--- config.mk ---
export PLATFORM = sky130hd
export DESIGN_NAME = counting_semaphore_with_wait_queue
export DESIGN_NICKNAME = d
export VERILOG_FILES = /design/src/sv/csem_pkg.sv /design/src/sv/csem_ctrl.sv /design/src/sv/csem_dp.sv /design/src/sv/counting_semaphore_with_wait_queue.sv
export SDC_FILE = /design/constraint.sdc
export NUM_CORES = 1
export LEC_CHECK = 0
export ABC_CLOCK_PERIOD_IN_PS = 8350
export BUFFER_PORTS_ARGS = -buffer_cell sky130_fd_sc_hd__buf_2
export CORE_MARGIN = 2
export CORE_UTILIZATION = 55
export DETAILED_ROUTE_END_ITERATION = 8
export HOLD_SLACK_MARGIN = 0.15
export PLACE_DENSITY_LB_ADDON = 0.05
export SLEW_MARGIN = 20
export SYNTH_ARGS = -nofsm -noshare
export SYNTH_HDL_FRONTEND = slang
export SYNTH_SLANG_ARGS = --single-unit
export TNS_END_PERCENT = 50
--- constraint.sdc ---
create_clock -name clk_i -period 8.35 [get_ports clk_i]
set_input_delay 1.2525 -clock clk_i [delete_from_list [all_inputs] [get_ports clk_i]]
set_output_delay 1.2525 -clock clk_i [all_outputs]
set_load 0.02 [all_outputs]
--- src/sv/csem_pkg.sv ---
// ----------------------------------------------------------------------------
// csem_pkg
// Shared types, constants and helpers for the counting semaphore block.
// ----------------------------------------------------------------------------
package csem_pkg;

  // Queue geometry
  localparam int QUEUE_DEPTH    = 16;
  localparam int THREAD_ID_BITS = 8;
  localparam int PTR_W          = (QUEUE_DEPTH > 1) ? $clog2(QUEUE_DEPTH) : 1;
  localparam int OCC_W          = $clog2(QUEUE_DEPTH + 1);

  // Port field widths
  localparam int KIND_W   = 2;
  localparam int THREAD_W = 8;
  localparam int ACTION_W = 3;
  localparam int INIT_W   = 15;
  localparam int COUNT_W  = 16;

  // Count limits (16-bit two's complement)
  localparam logic signed [COUNT_W-1:0] COUNT_MAX = 16'sh7FFF;
  localparam logic signed [COUNT_W-1:0] COUNT_MIN = 16'sh8000;

  // Item kinds
  typedef enum logic [KIND_W-1:0] {
    KIND_WAIT    = 2'd0,
    KIND_SIGNAL  = 2'd1,
    KIND_DESTROY = 2'd2
  } kind_e;

  // Result actions
  typedef enum logic [ACTION_W-1:0] {
    ACT_GRANTED       = 3'd0,
    ACT_BLOCKED       = 3'd1,
    ACT_WOKEN         = 3'd2,
    ACT_NO_WAITER     = 3'd3,
    ACT_ERROR         = 3'd4,
    ACT_EMPTY_DESTROY = 3'd5
  } action_e;

  // Controller -> datapath
  typedef struct packed {
    logic load;   // capture the input item
    logic step;   // produce one result and update state
  } csem_cmd_t;

  // Datapath -> controller
  typedef struct packed {
    logic slot_free;  // output register can take a result this cycle
    logic last;       // the pending result is the final one of the item
  } csem_sts_t;

  // Circular pointer advance for any queue depth
  function automatic logic [PTR_W-1:0] ptr_inc(input logic [PTR_W-1:0] ptr);
    logic [PTR_W-1:0] nxt;
    if (ptr == PTR_W'(QUEUE_DEPTH - 1)) begin
      nxt = '0;
    end else begin
      nxt = ptr + PTR_W'(1);
    end
    return nxt;
  endfunction

endpackage

--- src/sv/csem_ctrl.sv ---
// ----------------------------------------------------------------------------
// csem_ctrl
// Sequencing FSM: takes one item, steps the datapath until the item's last
// result has been handed to the output register.
// ----------------------------------------------------------------------------
module csem_ctrl import csem_pkg::*; (
  input  logic      clk_i,
  input  logic      rst_ni,
  input  logic      in_valid_i,
  output logic      in_ready_o,
  input  csem_sts_t sts_i,
  output csem_cmd_t cmd_o
);

  typedef enum logic [2:0] {
    ST_IDLE  = 3'b001,
    ST_EXEC  = 3'b010,
    ST_DRAIN = 3'b100
  } state_e;

  state_e state_q, state_d;

  // Handshake and commands
  assign in_ready_o = (state_q == ST_IDLE);
  assign cmd_o.load = in_valid_i && (state_q == ST_IDLE);
  assign cmd_o.step = ((state_q == ST_EXEC) || (state_q == ST_DRAIN)) && sts_i.slot_free;

  // Next state
  always_comb begin
    state_d = state_q;
    unique case (state_q)
      ST_IDLE: begin
        if (in_valid_i) state_d = ST_EXEC;
      end
      ST_EXEC: begin
        if (sts_i.slot_free) state_d = sts_i.last ? ST_IDLE : ST_DRAIN;
      end
      ST_DRAIN: begin
        if (sts_i.slot_free && sts_i.last) state_d = ST_IDLE;
      end
      default: state_d = ST_IDLE;
    endcase
  end

  always_ff @(posedge clk_i or negedge rst_ni) begin
    if (!rst_ni) begin
      state_q <= ST_IDLE;
    end else begin
      state_q <= state_d;
    end
  end

endmodule

--- src/sv/csem_dp.sv ---
// ----------------------------------------------------------------------------
// csem_dp
// Semaphore datapath: count, waiter queue memory with pointers, initial-count
// register and the output result register.
// ----------------------------------------------------------------------------
module csem_dp import csem_pkg::*; (
  input  logic                clk_i,
  input  logic                rst_ni,
  // configuration
  input  logic                cfg_we_i,
  input  logic [INIT_W-1:0]   cfg_wdata_i,
  // input item
  input  logic [KIND_W-1:0]   kind_i,
  input  logic [THREAD_W-1:0] thread_id_i,
  // control
  input  csem_cmd_t           cmd_i,
  output csem_sts_t           sts_o,
  // result
  output logic                out_valid_o,
  input  logic                out_ready_i,
  output logic [ACTION_W-1:0] action_o,
  output logic [THREAD_W-1:0] woken_thread_o,
  output logic                destroyed_o,
  output logic                last_o
);

  // Configuration register
  logic [INIT_W-1:0] init_q;

  always_ff @(posedge clk_i or negedge rst_ni) begin
    if (!rst_ni) begin
      init_q <= '0;
    end else if (cfg_we_i) begin
      init_q <= cfg_wdata_i;
    end
  end

  // Captured item
  logic [KIND_W-1:0]   kind_q;
  logic [THREAD_W-1:0] tid_q;

  always_ff @(posedge clk_i) begin
    if (cmd_i.load) begin
      kind_q <= kind_i;
      tid_q  <= thread_id_i;
    end
  end

  // Semaphore state
  logic signed [COUNT_W-1:0] count_q, count_d;
  logic [PTR_W-1:0]          head_q, head_d, tail_q, tail_d;
  logic [OCC_W-1:0]          occ_q, occ_d;
  logic [THREAD_ID_BITS-1:0] rd_q;
  logic                      push;

  // Result fields for the current step
  logic [ACTION_W-1:0] res_action;
  logic [THREAD_W-1:0] res_thread;
  logic                res_destroyed;
  logic                res_last;

  logic q_full, q_empty;
  assign q_full  = (occ_q == OCC_W'(QUEUE_DEPTH));
  assign q_empty = (occ_q == '0);

  // Result and next-state decode
  always_comb begin
    res_action    = ACT_ERROR;
    res_thread    = '0;
    res_destroyed = 1'b0;
    res_last      = 1'b1;
    count_d       = count_q;
    head_d        = head_q;
    tail_d        = tail_q;
    occ_d         = occ_q;
    push          = 1'b0;

    unique case (kind_q)
      KIND_WAIT: begin
        if (count_q <= 16'sd0) begin
          // would block: queue the caller unless full or at minimum count
          if (!(q_full || (count_q == COUNT_MIN))) begin
            res_action = ACT_BLOCKED;
            count_d    = count_q - 16'sd1;
            push       = 1'b1;
            tail_d     = ptr_inc(tail_q);
            occ_d      = occ_q + OCC_W'(1);
          end
        end else begin
          res_action = ACT_GRANTED;
          count_d    = count_q - 16'sd1;
        end
      end
      KIND_SIGNAL: begin
        if (count_q != COUNT_MAX) begin
          count_d = count_q + 16'sd1;
          if ((count_q < 16'sd0) && !q_empty) begin
            res_action = ACT_WOKEN;
            res_thread = THREAD_W'(rd_q);
            head_d     = ptr_inc(head_q);
            occ_d      = occ_q - OCC_W'(1);
          end else begin
            res_action = ACT_NO_WAITER;
          end
        end
      end
      KIND_DESTROY: begin
        if (q_empty) begin
          res_action = ACT_EMPTY_DESTROY;
        end else begin
          // release one waiter per step, oldest first
          res_action    = ACT_WOKEN;
          res_thread    = THREAD_W'(rd_q);
          res_destroyed = 1'b1;
          res_last      = (occ_q == OCC_W'(1));
          head_d        = ptr_inc(head_q);
          occ_d         = occ_q - OCC_W'(1);
        end
        if (res_last) begin
          head_d  = '0;
          tail_d  = '0;
          count_d = COUNT_W'({1'b0, init_q});
        end
      end
      default: begin
        res_action = ACT_ERROR;
      end
    endcase
  end

  // State registers, updated only on a step
  always_ff @(posedge clk_i or negedge rst_ni) begin
    if (!rst_ni) begin
      count_q <= '0;
      head_q  <= '0;
      tail_q  <= '0;
      occ_q   <= '0;
    end else if (cmd_i.step) begin
      count_q <= count_d;
      head_q  <= head_d;
      tail_q  <= tail_d;
      occ_q   <= occ_d;
    end
  end

  // Waiter queue memory; read port follows the next head so that a drain
  // can release one waiter per cycle while the output register is free
  logic [THREAD_ID_BITS-1:0] mem [QUEUE_DEPTH];
  logic [PTR_W-1:0]          rd_addr;

  assign rd_addr = cmd_i.step ? head_d : head_q;

  always_ff @(posedge clk_i) begin
    if (cmd_i.step && push) begin
      mem[tail_q] <= THREAD_ID_BITS'(tid_q);
    end
    rd_q <= mem[rd_addr];
  end

  // Output register
  logic                out_valid_q;
  logic [ACTION_W-1:0] action_q;
  logic [THREAD_W-1:0] woken_q;
  logic                destroyed_q;
  logic                last_q;

  assign sts_o.slot_free = !out_valid_q || out_ready_i;
  assign sts_o.last      = res_last;

  always_ff @(posedge clk_i or negedge rst_ni) begin
    if (!rst_ni) begin
      out_valid_q <= 1'b0;
    end else if (cmd_i.step) begin
      out_valid_q <= 1'b1;
    end else if (out_ready_i) begin
      out_valid_q <= 1'b0;
    end
  end

  always_ff @(posedge clk_i) begin
    if (cmd_i.step) begin
      action_q    <= res_action;
      woken_q     <= res_thread;
      destroyed_q <= res_destroyed;
      last_q      <= res_last;
    end
  end

  assign out_valid_o    = out_valid_q;
  assign action_o       = action_q;
  assign woken_thread_o = woken_q;
  assign destroyed_o    = destroyed_q;
  assign last_o         = last_q;

endmodule

--- src/sv/counting_semaphore_with_wait_queue.sv ---
// ----------------------------------------------------------------------------
// counting_semaphore_with_wait_queue
// Counting semaphore with a FIFO of blocked thread numbers.
// ----------------------------------------------------------------------------
// Usage:
//   Input channel (in_valid_i/in_ready_o) carries one item: kind_i selects
//   wait, signal or destroy, thread_id_i names the caller of a wait.
//   Output channel (out_valid_o/out_ready_i) returns result items: action,
//   woken thread, destroyed mark and a last flag on the item's final result.
//   Wait and signal give one result; destroy gives one result per queued
//   waiter (or one if the queue is empty), then reloads the count from the
//   initial-count register written through cfg_we_i/cfg_wdata_i.
//   Sequencing: an accepted item is captured in the item register, and its
//   results are then written to the output register, one per step. A new
//   item is taken only after the last result of the current one; a destroy
//   steps once per queued waiter, through the single read port of the queue.
//   Reset clears the count, queue pointers, occupancy and the initial-count
//   register; queue contents are left as they are.
//   A stalled receiver holds the result register; the block then waits and
//   stops taking new items once its current item needs the output register.
// ----------------------------------------------------------------------------
module counting_semaphore_with_wait_queue import csem_pkg::*; (
  input  logic                clk_i,
  input  logic                rst_ni,
  // configuration
  input  logic                cfg_we_i,
  input  logic [INIT_W-1:0]   cfg_wdata_i,
  // input items
  input  logic                in_valid_i,
  output logic                in_ready_o,
  input  logic [KIND_W-1:0]   kind_i,
  input  logic [THREAD_W-1:0] thread_id_i,
  // result items
  output logic                out_valid_o,
  input  logic                out_ready_i,
  output logic [ACTION_W-1:0] action_o,
  output logic [THREAD_W-1:0] woken_thread_o,
  output logic                destroyed_o,
  output logic                last_o
);

  csem_cmd_t cmd;
  csem_sts_t sts;

  csem_ctrl u_ctrl (
    .clk_i      (clk_i),
    .rst_ni     (rst_ni),
    .in_valid_i (in_valid_i),
    .in_ready_o (in_ready_o),
    .sts_i      (sts),
    .cmd_o      (cmd)
  );

  csem_dp u_dp (
    .clk_i          (clk_i),
    .rst_ni         (rst_ni),
    .cfg_we_i       (cfg_we_i),
    .cfg_wdata_i    (cfg_wdata_i),
    .kind_i         (kind_i),
    .thread_id_i    (thread_id_i),
    .cmd_i          (cmd),
    .sts_o          (sts),
    .out_valid_o    (out_valid_o),
    .out_ready_i    (out_ready_i),
    .action_o       (action_o),
    .woken_thread_o (woken_thread_o),
    .destroyed_o    (destroyed_o),
    .last_o         (last_o)
  );

endmodule
Word-level counts from Yosys, hierarchy flattened
Memory sizes are Yosys's and may differ from the RTL's. A register that Yosys moved wholly into a read port is not among the register bits.
Index checks and enable logic that the tools add are counted.
{ "op_classes": {"n_reduce_logical": 19, "div": 0, "mul": 0, "n_eq_ne": 21, "shift": 0, "n_bitwise": 0, "mux": 49, "magnitude_cmp": 2, "addsub": 6} }
{ "op_table": {"columns": ["cell", "count"], "rows": [
  ["2-to-1 mux 16 bit", 4],
  ["case mux 16 bit (3 select lines)", 1],
  ["2-to-1 mux 4 bit", 10],
  ["2-to-1 mux 5 bit", 5],
  ["2-to-1 mux 3 bit", 8],
  ["2-to-1 mux 8 bit", 3],
  ["case mux 3 bit (3 select lines)", 2],
  ["adder 16 x 2 -> 16 bit (second input constant)", 1],
  ["equality test 16 bit (second input constant)", 1],
  ["<= comparator 16 x 1 -> 1 bit (second input constant)", 1],
  ["less-than comparator 16 x 1 -> 1 bit (second input constant)", 1],
  ["inequality test 16 bit (second input constant)", 1],
  ["case mux 4 bit (2 select lines)", 2],
  ["case mux 8 bit (2 select lines)", 1],
  ["subtractor 16 x 2 -> 16 bit (second input constant)", 1],
  ["case mux 5 bit (3 select lines)", 1],
  ["2-to-1 mux 1 bit", 12],
  ["inequality test 2 x 1 -> 1 bit (second input constant)", 5],
  ["AND reduction 5 bit", 2],
  ["adder 4 x 1 -> 4 bit (second input constant)", 2],
  ["equality test 4 bit (second input constant)", 2],
  ["inequality test 2 bit (second input constant)", 4],
  ["AND reduction 7 bit", 1],
  ["adder 5 x 1 -> 5 bit (second input constant)", 1],
  ["other kinds (17)", 25]
]} }
{ "totals": {"input_bits": 30, "n_memories": 1, "rom_bits": 0, "out_inout_bits": 15, "regBits": 71, "ramBits": 128, "latch_bits": 0} }
{ "memory_table": {"columns": ["name", "words", "width", "read_ports", "rd_ports_with_merged_regs", "wr", "line_no", "text"], "rows": [
  ["u_dp.mem", 16, 8, 1, 1, 1, "csem_dp.sv:148", "logic [THREAD_ID_BITS-1:0] mem [QUEUE_DEPTH];"]
]} }

Depth between registers and ports, before layout
Gate-level depths: netlist of the first run.
{ "depth": {"ltp_word": 8, "ltp_mapped": 13} }

Cells and area by module
From an unflattened synthesis of the first run, not the netlist that was laid out.
{ "hier_totals": {"hier_cells": 702, "hier_area_um2": 9390.3} }
{ "modules_own_cells": {"columns": ["module", "n_inst", "cells_each", "area_each_um2"], "rows": [
  ["csem_dp", 1, 681, 9192.6],
  ["csem_ctrl", 1, 21, 197.7]
]} }

Worst setup path after synthesis of the first run
No wires, ideal clock.
{ "synth_timing": {"kind": "input port to flip-flop", "from": "in out_ready_i", "to": "mem u_dp.mem[3][0] (enable)", "path_buffers": 0, "slack_ps": 4356, "arrival_time_ps": 3611, "setup_time_ps": 383, "required_ps": 7967, "cell_stages": 5, "path_cell_list": "and2b_1 > nor3_1 > and3_1 > nand2_1 > nor3_1"} }
{ "synth_rtl": {"columns": ["item", "line_no", "text"], "rows": [
  ["start, declared", "counting_semaphore_with_wait_queue.sv:35", "input logic out_ready_i,"],
  ["end, declared", "csem_dp.sv:148", null]
]} }

Final worst setup path of the first run
{ "layout_timing": {"from": "reg u_dp.kind_q[1]", "to": "reg u_dp.count_q[15]"} }
{ "layout_between": {"elab_chain_len": 3} }
{ "layout_rtl": {"columns": ["item", "line_no", "text"], "rows": [
  ["start, declared", "csem_dp.sv:39", "logic [KIND_W-1:0] kind_q;"],
  ["start signal, assigned", "csem_dp.sv:44", "kind_q <= kind_i;"],
  ["equality test 2 bit (tied with other cells)", "csem_dp.sv:78", "unique case (kind_q)"],
  ["inequality test 2 x 1 -> 1 bit (no source line) (tied with other cells)", null, null],
  ["AND reduction 5 bit (no source line)", null, null],
  ["end signal, assigned", "csem_dp.sv:139", "count_q <= count_d;"],
  ["end, declared", "csem_dp.sv:50", "logic signed [COUNT_W-1:0] count_q, count_d;"]
]} }
Parallel ways exist; a longest one is shown, timed or not.
A chain may end at the register's enable or synchronous reset.

==> summary.md, run 1 <==
| Metric | Value |
|---|---|
| Worst-case reg-to-reg path depth | `12` |
| Die Y | `133 um` |
| Share of flip-flops with an asynchronous set or reset | `23.2%` |
| # fillers | `1,254` |
| DR top layer | `met4` |
| R2R setup slack | `4.33 ns` |
| Seq/Total Area, Yosys | `64.3%` |
| Syn. warnings | `0` |
| Crit path capture type | `flop` |
| Final core utilization | `63.0%` |
| Post-CTS Resized | `0` |
| Area of the multi-input gates | `3080 um2` |
| Period minus WS final | `4.02 ns` |
| RePlAce Congestion | `0.837` |
| Tightest Hold Check Type | `flop to flop` |
| Met3 Routed Length | `986 um` |
| Crit path depth | `12` |
| Max Fclk | `0.249 GHz` |
| Largest net degree at the start of global routing | `49` |
| Setup bufs post-CTS | `0` |
| DRC Markers | `0` |
| RR Endpoint | `u_dp.count_q[15]` |
| Fin crit share | `48.1%` |
| Met2 routed WL | `8.39 mm` |
| Outcome | `finished, final reports clean` |
| CTS tree | `yes` |
| Via density per instance | `5.86` |
| CP max-delay cell | `a2111oi_0` |
| Post-route setup slack | `4.33 ns` |
| Critical path arrival | `4.41 ns` |
| H-Tree Depth | `1` |
| Congestion Overflow GR | `0` |
| Final wirelength | `18.4 mm` |
| Clk buf depth | `3` |
| Reg area | `5900 um2` |
| Metal1 wirelength | `8.69 mm` |
| Crit path buffers/inverters | `2` |
| Hold Buf Count CTS | `0` |
| GRT Util Overall | `21.3%` |
| Crit-path cells | `inv_1 -> ha_1 -> inv_1 -> ha_1 -> a2111oi_0 -> o21ai_0 -> a2111oi_0 -> o31ai_1 -> mux2i_1 -> a21oi_1 -> a31oi_1 -> nand2_1` |
| Crit-path max FO | `20` |
| Worst Clk Skew | `0.00950 ns` |
| CTS clock-pin slew for the worst setup and hold paths | `0.06 ns` |
| Max incr delay on CP | `0.67 ns` |
| Most used flip-flop cell after synthesis | `edfxtp_1` |
| Count of final setup violators | `0` |
| FP Rows | `47` |
| Drt first-iter violations | `449` |
| DRT antenna net count | `0` |
| TritonRoute pass-1 iters | `5` |
| Setup TNS | `0 ns` |
| Total chip power | `3390 uW` |
| CP top delay family | `compound AO/OA/AOI/OAI gates` |
| Layout area overhead | `13.1%` |
| Yosys reg bits | `207` |
| Hold wc startpoint | `u_dp.rd_q[1]` |
| RSZ-0062 raised after global routing | `false` |
| Share of layout cells above drive strength 1 | `16.9%` |
| Unique masters post-synth | `65` |
| Worst-Margin Slew | `1.02 ns` |
| Crit start category | `flop` |
| Worst-Skew Late Latency | `0.50 ns` |
| Via count | `5,545` |
| Cell leakage power | `0.00399 uW` |
| Final Hold Viols | `0` |
| Crit path launch | `u_dp.kind_q[1]` |
| EDFF count, synth | `151` |
| Core Area | `16,500 um2` |
| Max-slew violation count | `0` |
| Initial cell density of the core | `55.7%` |
| Critical Path Sink | `u_dp.count_q[15]` |
| PwrDens | `326 nW/um2` |
| Worst Path Required | `8.73 ns` |
| Detailed-placement wirelength estimate | `12.1 mm` |
| Gate Count Post-Synth | `654` |
| Dpl cells | `906` |
| VDD IR max | `0.216 mV` |
| Netlist Area Pre-Place | `9180 um2` |
| Die area | `17,700 um2` |
| TritonCTS Buffers | `22` |
| Final nets | `768` |
| Post-synthesis net count | `712` |
| Max-Cap Viols | `0` |
| Max_slew headroom | `32.2%` |
| Worst r2r src | `u_dp.kind_q[1]` |
| Initial antenna violation count | `0` |
| Antenna diodes | `0` |
| Io pins | `45` |
| Setup CP Type | `flop to flop` |
| Avg WL per Cell | `19.5 um` |
| Vias in the first global route | `5,552` |
| Pre-CTS setup slack | `4.20 ns` |
| Non-Filler Instances | `946` |
| Die X | `133 um` |
| Root buf cell | `clkbuf_16` |
| Global-route wire length before repair | `29.5 mm` |
| Avg Cell Area, Syn | `14.0 um2` |
| Port bufs | `44` |
| CTS sink count | `207` |
[per-stage QoR]
step           cell area (um2)  hold WS, ns
6_report                 10400        0.502
5_1_grt                  10400        0.524
3_5_place_dp              9600        0.492
3_3_place_gp              9600        0.491
4_1_cts                  10400        0.508
2_1_floorplan             9180        0.462
[synth_stat cells, types with 4 or more instances]
master	n	area, um2
a21o_1	5	37.5
a21oi_1	27	135
a22oi_1	12	90.1
a31oi_1	4	25.0
a32oi_1	5	43.8
and2_1	11	68.8
and3_1	5	31.3
clkbuf_1	10	37.5
dfrtp_1	47	1180
dfxtp_1	8	160
edfxtp_1	151	4530
ha_1	27	338
inv_1	17	63.8
mux2_2	18	203
mux2i_1	11	110
mux4_1	12	315
mux4_2	10	225
nand2_1	83	312
nand2b_1	8	50.1
nand3_1	11	55.1
nand3b_1	4	30.0
nand4_1	4	25.0
nor2_1	39	146
nor3_1	13	65.1
nor4_1	4	25.0
o2111ai_1	5	43.8
o21ai_0	28	140
xnor2_1	11	96.3
xor2_1	7	61.3
[cell usage in the layout, fill, tap and decap left out, types with 3 or more instances in the layout]
cell type and count:
a2111oi_0 3, a21o_1 5, a21oi_1 27, a22oi_1 12
a31oi_1 4, a32oi_1 5, and2_1 11, and3_1 5
buf_2 43, buf_4 9, bufinv_16 5, clkbuf_16 23
clkinv_1 5, clkinv_2 4, dfrtp_1 47, dfxtp_1 8
edfxtp_1 151, ha_1 27, inv_1 17, mux2_2 18
mux2i_1 11, mux4_1 12, mux4_2 10, nand2_1 83
nand2b_1 8, nand3_1 11, nand3b_1 4, nand4_1 4
nor2_1 39, nor2b_1 3, nor3_1 12, nor3b_1 3
nor4_1 4, o2111ai_1 5, o211ai_1 3, o21ai_0 28
or3_1 3, xnor2_1 11, xor2_1 7
[area by class of cell]
| cell class | instances | area share [%] |
|---|---|---|
| Sequential cell | 207 | 56.8 |
| Multi-Input combinational cell | 410 | 29.7 |
| Clock buffer | 25 | 5.62 |
| Timing Repair Buffer | 52 | 2.72 |
| Tap cell | 220 | 2.65 |
| Clock inverter | 15 | 1.89 |
| Inverter | 17 | 0.615 |
[kinds of logic (layout without fill, tap and decap cells)]
logic type	Yosys count	count (layout)	synth area share, %
XOR/XNOR	18	18	1.72
AO/OA/AOI/OAI	112	112	8.11
multiplexers	51	51	9.30
flip-flops	207	207	64.3
adder cells (fa/ha/maj)	29	29	4.01
buffers and inverters	37	109	2.22
AND/OR/NAND/NOR	200	200	10.4
[worst min-delay path by stage]
stage                        endpoint  slack (ns)  depth (start not counted)
2_1_floorplan           u_dp.occ_q[4]        0.46                          1
3_3_place_gp           u_dp.init_q[8]        0.49                          1
3_5_place_dp   u_dp.woken_thread_o[1]        0.49                          1
4_1_cts        u_dp.woken_thread_o[1]        0.51                          1
5_1_grt                u_dp.init_q[8]        0.52                          1
6_report       u_dp.woken_thread_o[1]        0.50                          1
[registers in the layout, summed over array words and instances, names as in the netlist]
register             cells
u_dp.mem               128
u_dp.count_q            16
u_dp.init_q             15
u_dp.rd_q                8
u_dp.tid_q               8
u_dp.woken_thread_o      8
u_dp.occ_q               5
u_dp.head_q              4
u_dp.tail_q              4
u_ctrl.state_q           3
u_dp.action_o            3
u_dp.kind_q              2
u_dp.destroyed_o         1
u_dp.last_o              1
u_dp.out_valid_o         1
[report_power, final]
group / leakage (uW) / internal [uW] / total [uW] / switching [uW]
Clock: 0.000380 / 654 / 1040 / 383
Combinational: 0.00160 / 442 / 980 / 539
Sequential: 0.00201 / 1240 / 1370 / 133
[routing by layer]
layer / GRT usage (%) / vias to the layer above
met1: 31.6 / 2784
met4: 5.02 / 0
li1: - / 2590
met3: 3.35 / 31
met5: 0 / -
met2: 33.7 / 140
No activity file was read; power rests on OpenSTA's default activity.
==> inputs of run 2 (changes only) <==
ABC_CLOCK_PERIOD_IN_PS = 3290   (was 8350)
clock period = 3.29 ns   (was 8.35 ns; I/O delays follow)
==> run 2 against run 1 <==
Against the previous run: power grew to 2.6 times the previous value; core utilization is 1.5 points higher; first-iteration DRC count is 6.9% higher; global-route usage is 1.2 points higher; cell count is 3.6% higher; combinational power grew to 2.8 times the previous value; count of clock-buffer cells in the layout is 2 higher; critical path type unchanged.
==> summary.md, run 2 (synthesis gave the netlist of run 1 again) <==
| Metric | Value |
|---|---|
| Max_slew headroom | `41.8%` |
| Worst Path Required | `3.67 ns` |
| Worst-Skew Late Latency | `0.50 ns` |
| TritonRoute pass-1 iters | `7` |
| Root buf cell | `clkbuf_16` |
| Io pins | `45` |
| DR top layer | `met4` |
| Count of final setup violators | `0` |
| FP Rows | `47` |
| VDD IR max | `0.534 mV` |
| Biggest regs | `u_dp.mem: 128 flops, u_dp.count_q: 16 flops, u_dp.init_q: 15 flops` |
| Biggest register | `u_dp.mem` |
| Worst-Margin Slew | `0.873 ns` |
| RR Endpoint | `u_dp.rd_q[5]` |
| Metal1 wirelength | `8.73 mm` |
| Detailed-placement wirelength estimate | `12.9 mm` |
| Most frequent cells in the layout | `151 x edfxtp_1, 83 x nand2_1, 46 x dfrtp_1, 44 x buf_2, 37 x nor2_1` |
| Flop pwr share | `39.8%` |
| Setup CP Type | `flop to flop` |
| Met3 Routed Length | `1.22 mm` |
| Crit path depth | `10` |
| Max Fclk | `0.321 GHz` |
| Max FFs per register | `128` |
| Drt first-iter violations | `480` |
| Largest net degree at the start of global routing | `39` |
| Vias in the first global route | `5,824` |
| Worst Hold Path EP | `u_dp.tid_q[4]` |
| CP top delay family | `simple AND/OR/NAND/NOR gates` |
| Post-route setup slack | `0.174 ns` |
| Final wirelength | `19.4 mm` |
| Worst-case reg-to-reg path depth | `10` |
| CP max-delay cell | `or4b_2` |
| Avg WL per Cell | `19.8 um` |
| Share of layout cells above drive strength 1 | `21.4%` |
| Net Sw Frac | `32.5%` |
| Combinational power share | `31.9%` |
| CTS tree | `yes` |
| Via count | `5,737` |
| Crit-path cells | `inv_1 -> ha_1 -> or4b_2 -> nand3_1 -> a21oi_2 -> a22oi_4 -> buf_12 -> mux4_1 -> a22oi_2 -> nand2_1` |
| Die X | `133 um` |
| Initial cell density of the core | `55.7%` |
| Clk buf depth | `3` |
| Final Hold Viols | `0` |
| DRC Markers | `0` |
| Met2 routed WL | `9.05 mm` |
| Clock Power Share | `28.2%` |
| Outcome | `finished, final reports clean` |
| R2R setup slack | `0.17 ns` |
| Critical path arrival | `3.50 ns` |
| Layout area overhead | `15.9%` |
| Crit-path max FO | `12` |
| Die Y | `133 um` |
| Switch Pwr | `2830 uW` |
| Max-Cap Viols | `0` |
| Commonest non-fill, non-tap cell in the layout | `edfxtp_1` |
| Period minus WS final | `3.12 ns` |
| RePlAce Congestion | `0.881` |
| Antenna diodes | `0` |
| Hold wc startpoint | `thread_id_i[4]` |
| Crit path buffers/inverters | `2` |
| Max incr delay on CP | `0.65 ns` |
| Port bufs | `44` |
| Tightest Hold Check Type | `input pin to flop` |
| TritonCTS Buffers | `23` |
| GRT Util Overall | `22.4%` |
| Die area | `17,700 um2` |
| H-Tree Depth | `1` |
| Crit start category | `flop` |
| Final nets | `801` |
| CTS clock-pin slew for the worst setup and hold paths | `0.06 ns` |
| Cell leakage power | `0.00413 uW` |
| Worst hold path depth | `1` |
| Max-slew violation count | `0` |
| Core Area | `16,500 um2` |
| Cell area after layout | `10,600 um2` |
| PwrDens | `818 nW/um2` |
| Worst r2r src | `u_dp.occ_q[1]` |
| CTS sink count | `207` |
| Crit path capture type | `flop` |
| Cell area after placement | `9810 um2` |
| DRT antenna net count | `0` |
| Fin crit share | `94.7%` |
| Worst Clk Skew | `0.0103 ns` |
| Internal | `5870 uW` |
| Via density per instance | `5.85` |
| Global-route wire length before repair | `31.1 mm` |
| Pre-CTS setup slack | `0.116 ns` |
| Initial antenna violation count | `0` |
| Congestion Overflow GR | `0` |
## run 2: changes by cell type in the layout (fill, tap and decap cells not counted), moves of 2 or more
cell	previous run	this run
nor2_2	0	2
clkinvlp_4	1	4
o21ai_1	1	3
o21ai_0	28	26
buf_4	9	36
bufinv_16	5	2
clkbuf_1	2	4
a2111oi_0	3	1
nor2_1	39	37
## run 2: worst reg2reg max path, cell delays in order (launching register included)
cell and delay (ns):
dfrtp_1 0.41, inv_1 0.13, ha_1 0.21, or4b_2 0.65, nand3_1 0.16, a21oi_2 0.11
a22oi_4 0.21, buf_12 0.20, mux4_1 0.63, a22oi_2 0.22, nand2_1 0.08
## run 2: per-layer routing
layer	track usage, %	vias to the layer above
li1	-	2659
met4	5.26	0
met3	3.01	31
met1	33.0	2867
met2	36.3	180
met5	0	-
## run 2: repair_timing
action / in CTS / in global routing
gates resized for setup: 0 / 13
hold endpoints to repair: 28 / 0
hold buffers: 1 / 0
endpoints found under the setup margin: 0 / 10
setup buffers: 0 / 3
## run 2: worst max path at each step
stage,startpoint,endpoint,slack (ns)
floorplan,out_ready_i,u_dp.mem[3][0],0.05
global placement,u_dp.kind_q[1],u_dp.count_q[15],0.12
detailed placement,u_dp.occ_q[0],u_dp.rd_q[5],0.12
CTS,u_dp.occ_q[0],u_dp.rd_q[5],0.1
global route,u_dp.kind_q[1],u_dp.count_q[15],-0.009
finish,u_dp.occ_q[1],u_dp.rd_q[5],0.17
## run 2: per-stage QoR
stage / utilization [%] / setup TNS, ns / cells / hold slack [ns] / power [uW]
2_1_floorplan: - / 0 / 654 / 0.198 / 5470
3_3_place_gp: 59.6 / 0 / 933 / 0.486 / 6040
3_5_place_dp: 59.6 / 0 / 933 / 0.494 / 6130
4_1_cts: 64.1 / 0 / 976 / 0.157 / 8580
5_1_grt: 64.6 / -0.00920 / 980 / 0.157 / 9210
6_report: 64.6 / 0 / 980 / 0.170 / 8700
## run 2: power groups by stage
stage | combinational, uW | sequential [uW] | clock [uW]
global placement | 2550 | 3490 | 0
finish | 2780 | 3470 | 2460
floorplan | 2070 | 3400 | 0
detailed placement | 2620 | 3510 | 0
CTS | 2640 | 3460 | 2480
global route | 3100 | 3510 | 2600
## run 2: area by class of cell
type / count / area, um2
fill: 1251 / 5840
timing repair buffer: 84 / 557
clock inverter: 15 / 135
inverter: 17 / 67.6
clock buffer: 27 / 591
multi-input combinational: 410 / 3110
tap: 220 / 275
sequential: 207 / 5900
==> inputs of run 3 (changes only) <==
PLACE_DENSITY = 0.76   (was not set)
PLACE_DENSITY_LB_ADDON = not set   (was 0.05)
==> run 3 against run 2 <==
Against the previous run: cell count is 0.31% higher; global-route usage rose by 0.66 points; register-to-register slack got worse by 0.099 ns; maximum frequency is 3.1% lower; sequential power about the same; count of clock-buffer cells in the layout grew 2; die area unchanged; first-iteration DRC count is 11% higher; core utilization is 0.59 points higher; sequential cell count unchanged; routed wire length grew 4.5%; sequential share of layout area decreased by 0.50 points; critical path type unchanged; critical endpoint is now u_dp.rd_q[1]; largest cell class unchanged; largest power group unchanged.
==> summary.md, run 3 (synthesis gave the netlist of run 1 again) <==
| Metric | Value |
|---|---|
| Max-Cap Viols | `0` |
| Cell leakage power | `0.00418 uW` |
| Crit path buffers/inverters | `2` |
| RSZ-0062 raised after global routing | `true` |
| Final nets | `804` |
| Crit start category | `flop` |
| Flop pwr share | `39.3%` |
| Crit-path max FO | `6` |
| Internal | `5900 uW` |
| Root buf cell | `clkbuf_16` |
| Period minus WS final | `3.21 ns` |
| DRC Markers | `0` |
| Critical path arrival | `3.59 ns` |
| Worst-Margin Slew | `0.863 ns` |
| Io pins | `45` |
| Port bufs | `44` |
| Share of layout cells above drive strength 1 | `21.2%` |
| Setup TNS | `0 ns` |
| Combinational power share | `32.9%` |
| Final core utilization | `65.1%` |
| Tightest Hold Check Type | `input pin to flop` |
| Avg WL per Cell | `20.6 um` |
| Largest net degree at the start of global routing | `49` |
| Setup CP Type | `flop to flop` |
| Max FFs per register | `128` |
| Biggest regs | `u_dp.mem: 128 flops, u_dp.count_q: 16 flops, u_dp.init_q: 15 flops` |
| Outcome | `finished, final reports clean` |
| Fin crit share | `97.7%` |
| Congestion Overflow GR | `0` |
| Count of final setup violators | `0` |
| CTS tree | `yes` |
| PwrDens | `821 nW/um2` |
| Initial antenna violation count | `0` |
| Vias in the first global route | `6,060` |
| Core Area | `16,500 um2` |
| VDD IR max | `0.441 mV` |
| Via density per instance | `5.87` |
| Final Hold Viols | `0` |
| RePlAce Congestion | `0.871` |
| Final wirelength | `20.2 mm` |
| Worst Clk Skew | `0.0200 ns` |
| Max Fclk | `0.311 GHz` |
| Most frequent cells in the layout | `151 x edfxtp_1, 83 x nand2_1, 46 x dfrtp_1, 43 x buf_2, 37 x nor2_1` |
| Layout area overhead | `16.9%` |
| TritonRoute pass-1 iters | `5` |
| Worst-Skew Late Latency | `0.52 ns` |
| Drt first-iter violations | `531` |
| Max incr delay on CP | `0.64 ns` |
| GRT Util Overall | `23.1%` |
| CTS clock-pin slew for the worst setup and hold paths | `0.06 ns` |
| Worst Path Required | `3.67 ns` |
| DRT antenna net count | `0` |
| CP top delay family | `simple AND/OR/NAND/NOR gates` |
| Via count | `5,775` |
| Die Y | `133 um` |
| Crit-path cells | `inv_2 -> ha_1 -> or4b_2 -> nand3_1 -> a21oi_2 -> a22oi_4 -> buf_12 -> mux4_1 -> a22oi_2 -> nand2_1` |
| Crit path capture type | `flop` |
| FP Rows | `47` |
| TritonCTS Buffers | `23` |
| Die X | `133 um` |
| H-Tree Depth | `1` |
| Clk buf depth | `3` |
| Switch Pwr | `2910 uW` |
| Biggest register | `u_dp.mem` |
| Antenna diodes | `0` |
| Max-slew violation count | `0` |
| Detailed-placement wirelength estimate | `12.8 mm` |
| Max_slew headroom | `42.3%` |
| Global-route wire length before repair | `32.1 mm` |
| CTS sink count | `207` |
| CP max-delay cell | `or4b_2` |
| Die area | `17,700 um2` |
| Total chip power | `8800 uW` |
| Initial cell density of the core | `55.7%` |
| Post-route setup slack | `0.0751 ns` |
| Clock Power Share | `27.8%` |
| Pre-CTS setup slack | `-0.0572 ns` |
| Commonest non-fill, non-tap cell in the layout | `edfxtp_1` |
| Net Sw Frac | `33.0%` |
run 3: worst paths after layout:
check | startpoint | endpoint | slack (ns) | cells past startpoint
min in group asynchronous | rst_ni | u_dp.tail_q[2] | 0.54 | 2
max | u_dp.occ_q[1] | u_dp.rd_q[1] | 0.08 | 10
min reg2reg | u_dp.init_q[4] | u_dp.init_q[4] | 0.51 | 1
max reg2reg | u_dp.occ_q[1] | u_dp.rd_q[1] | 0.08 | 10
min | thread_id_i[3] | u_dp.tid_q[3] | 0.17 | 1
max in group asynchronous | rst_ni | u_dp.occ_q[1] | 2.29 | 2
run 3: what timing repair did:
action	in CTS	in global routing
hold endpoints to repair	7	47
gates cloned	1	2
pin swaps	0	2
gates resized for setup	1	13
setup buffers	0	1
hold buffers	7	1
endpoints found under the setup margin	1	13
run 3: layout make-up:
cell class | count | area, um2
Sequential cell | 207 | 5900
Fill cell | 1158 | 5740
Multi-Input combinational cell | 410 | 3120
Timing Repair Buffer | 87 | 646
Clock buffer | 29 | 618
Tap cell | 220 | 275
Clock inverter | 13 | 108
Inverter | 17 | 63.8
run 3: per-layer routing:
metal	track usage (%)	vias to the layer above	wire length [um]
li1	-	2662	-
met1	29.3	2834	7910
met2	41.3	232	10400
met3	4.03	47	1390
met4	6.38	0	578
met5	0	-	0
run 3: per-stage QoR:
step                area (um2)  std cells  hold WS [ns]
finish                   10700        983         0.175
global route             10700        983         0.170
CTS                      10600        979         0.165
detailed placement        9790        929         0.496
global placement          9790        929         0.487
floorplan                 9180        654         0.198
run 3: power groups by stage:
stage | logic, uW | clock network [uW] | registers [uW]
6_report | 2890 | 2450 | 3460
5_1_grt | 3190 | 2590 | 3500
4_1_cts | 2760 | 2500 | 3450
3_5_place_dp | 2650 | 0 | 3500
3_3_place_gp | 2530 | 0 | 3480
2_1_floorplan | 2070 | 0 | 3400
run 3: worst register-to-register path: stages, from the launching register on:
cell	delay (ns)
dfrtp_2	0.44
inv_2	0.10
ha_1	0.21
or4b_2	0.64
nand3_1	0.15
a21oi_2	0.10
a22oi_4	0.30
buf_12	0.19
mux4_1	0.59
a22oi_2	0.24
nand2_1	0.14
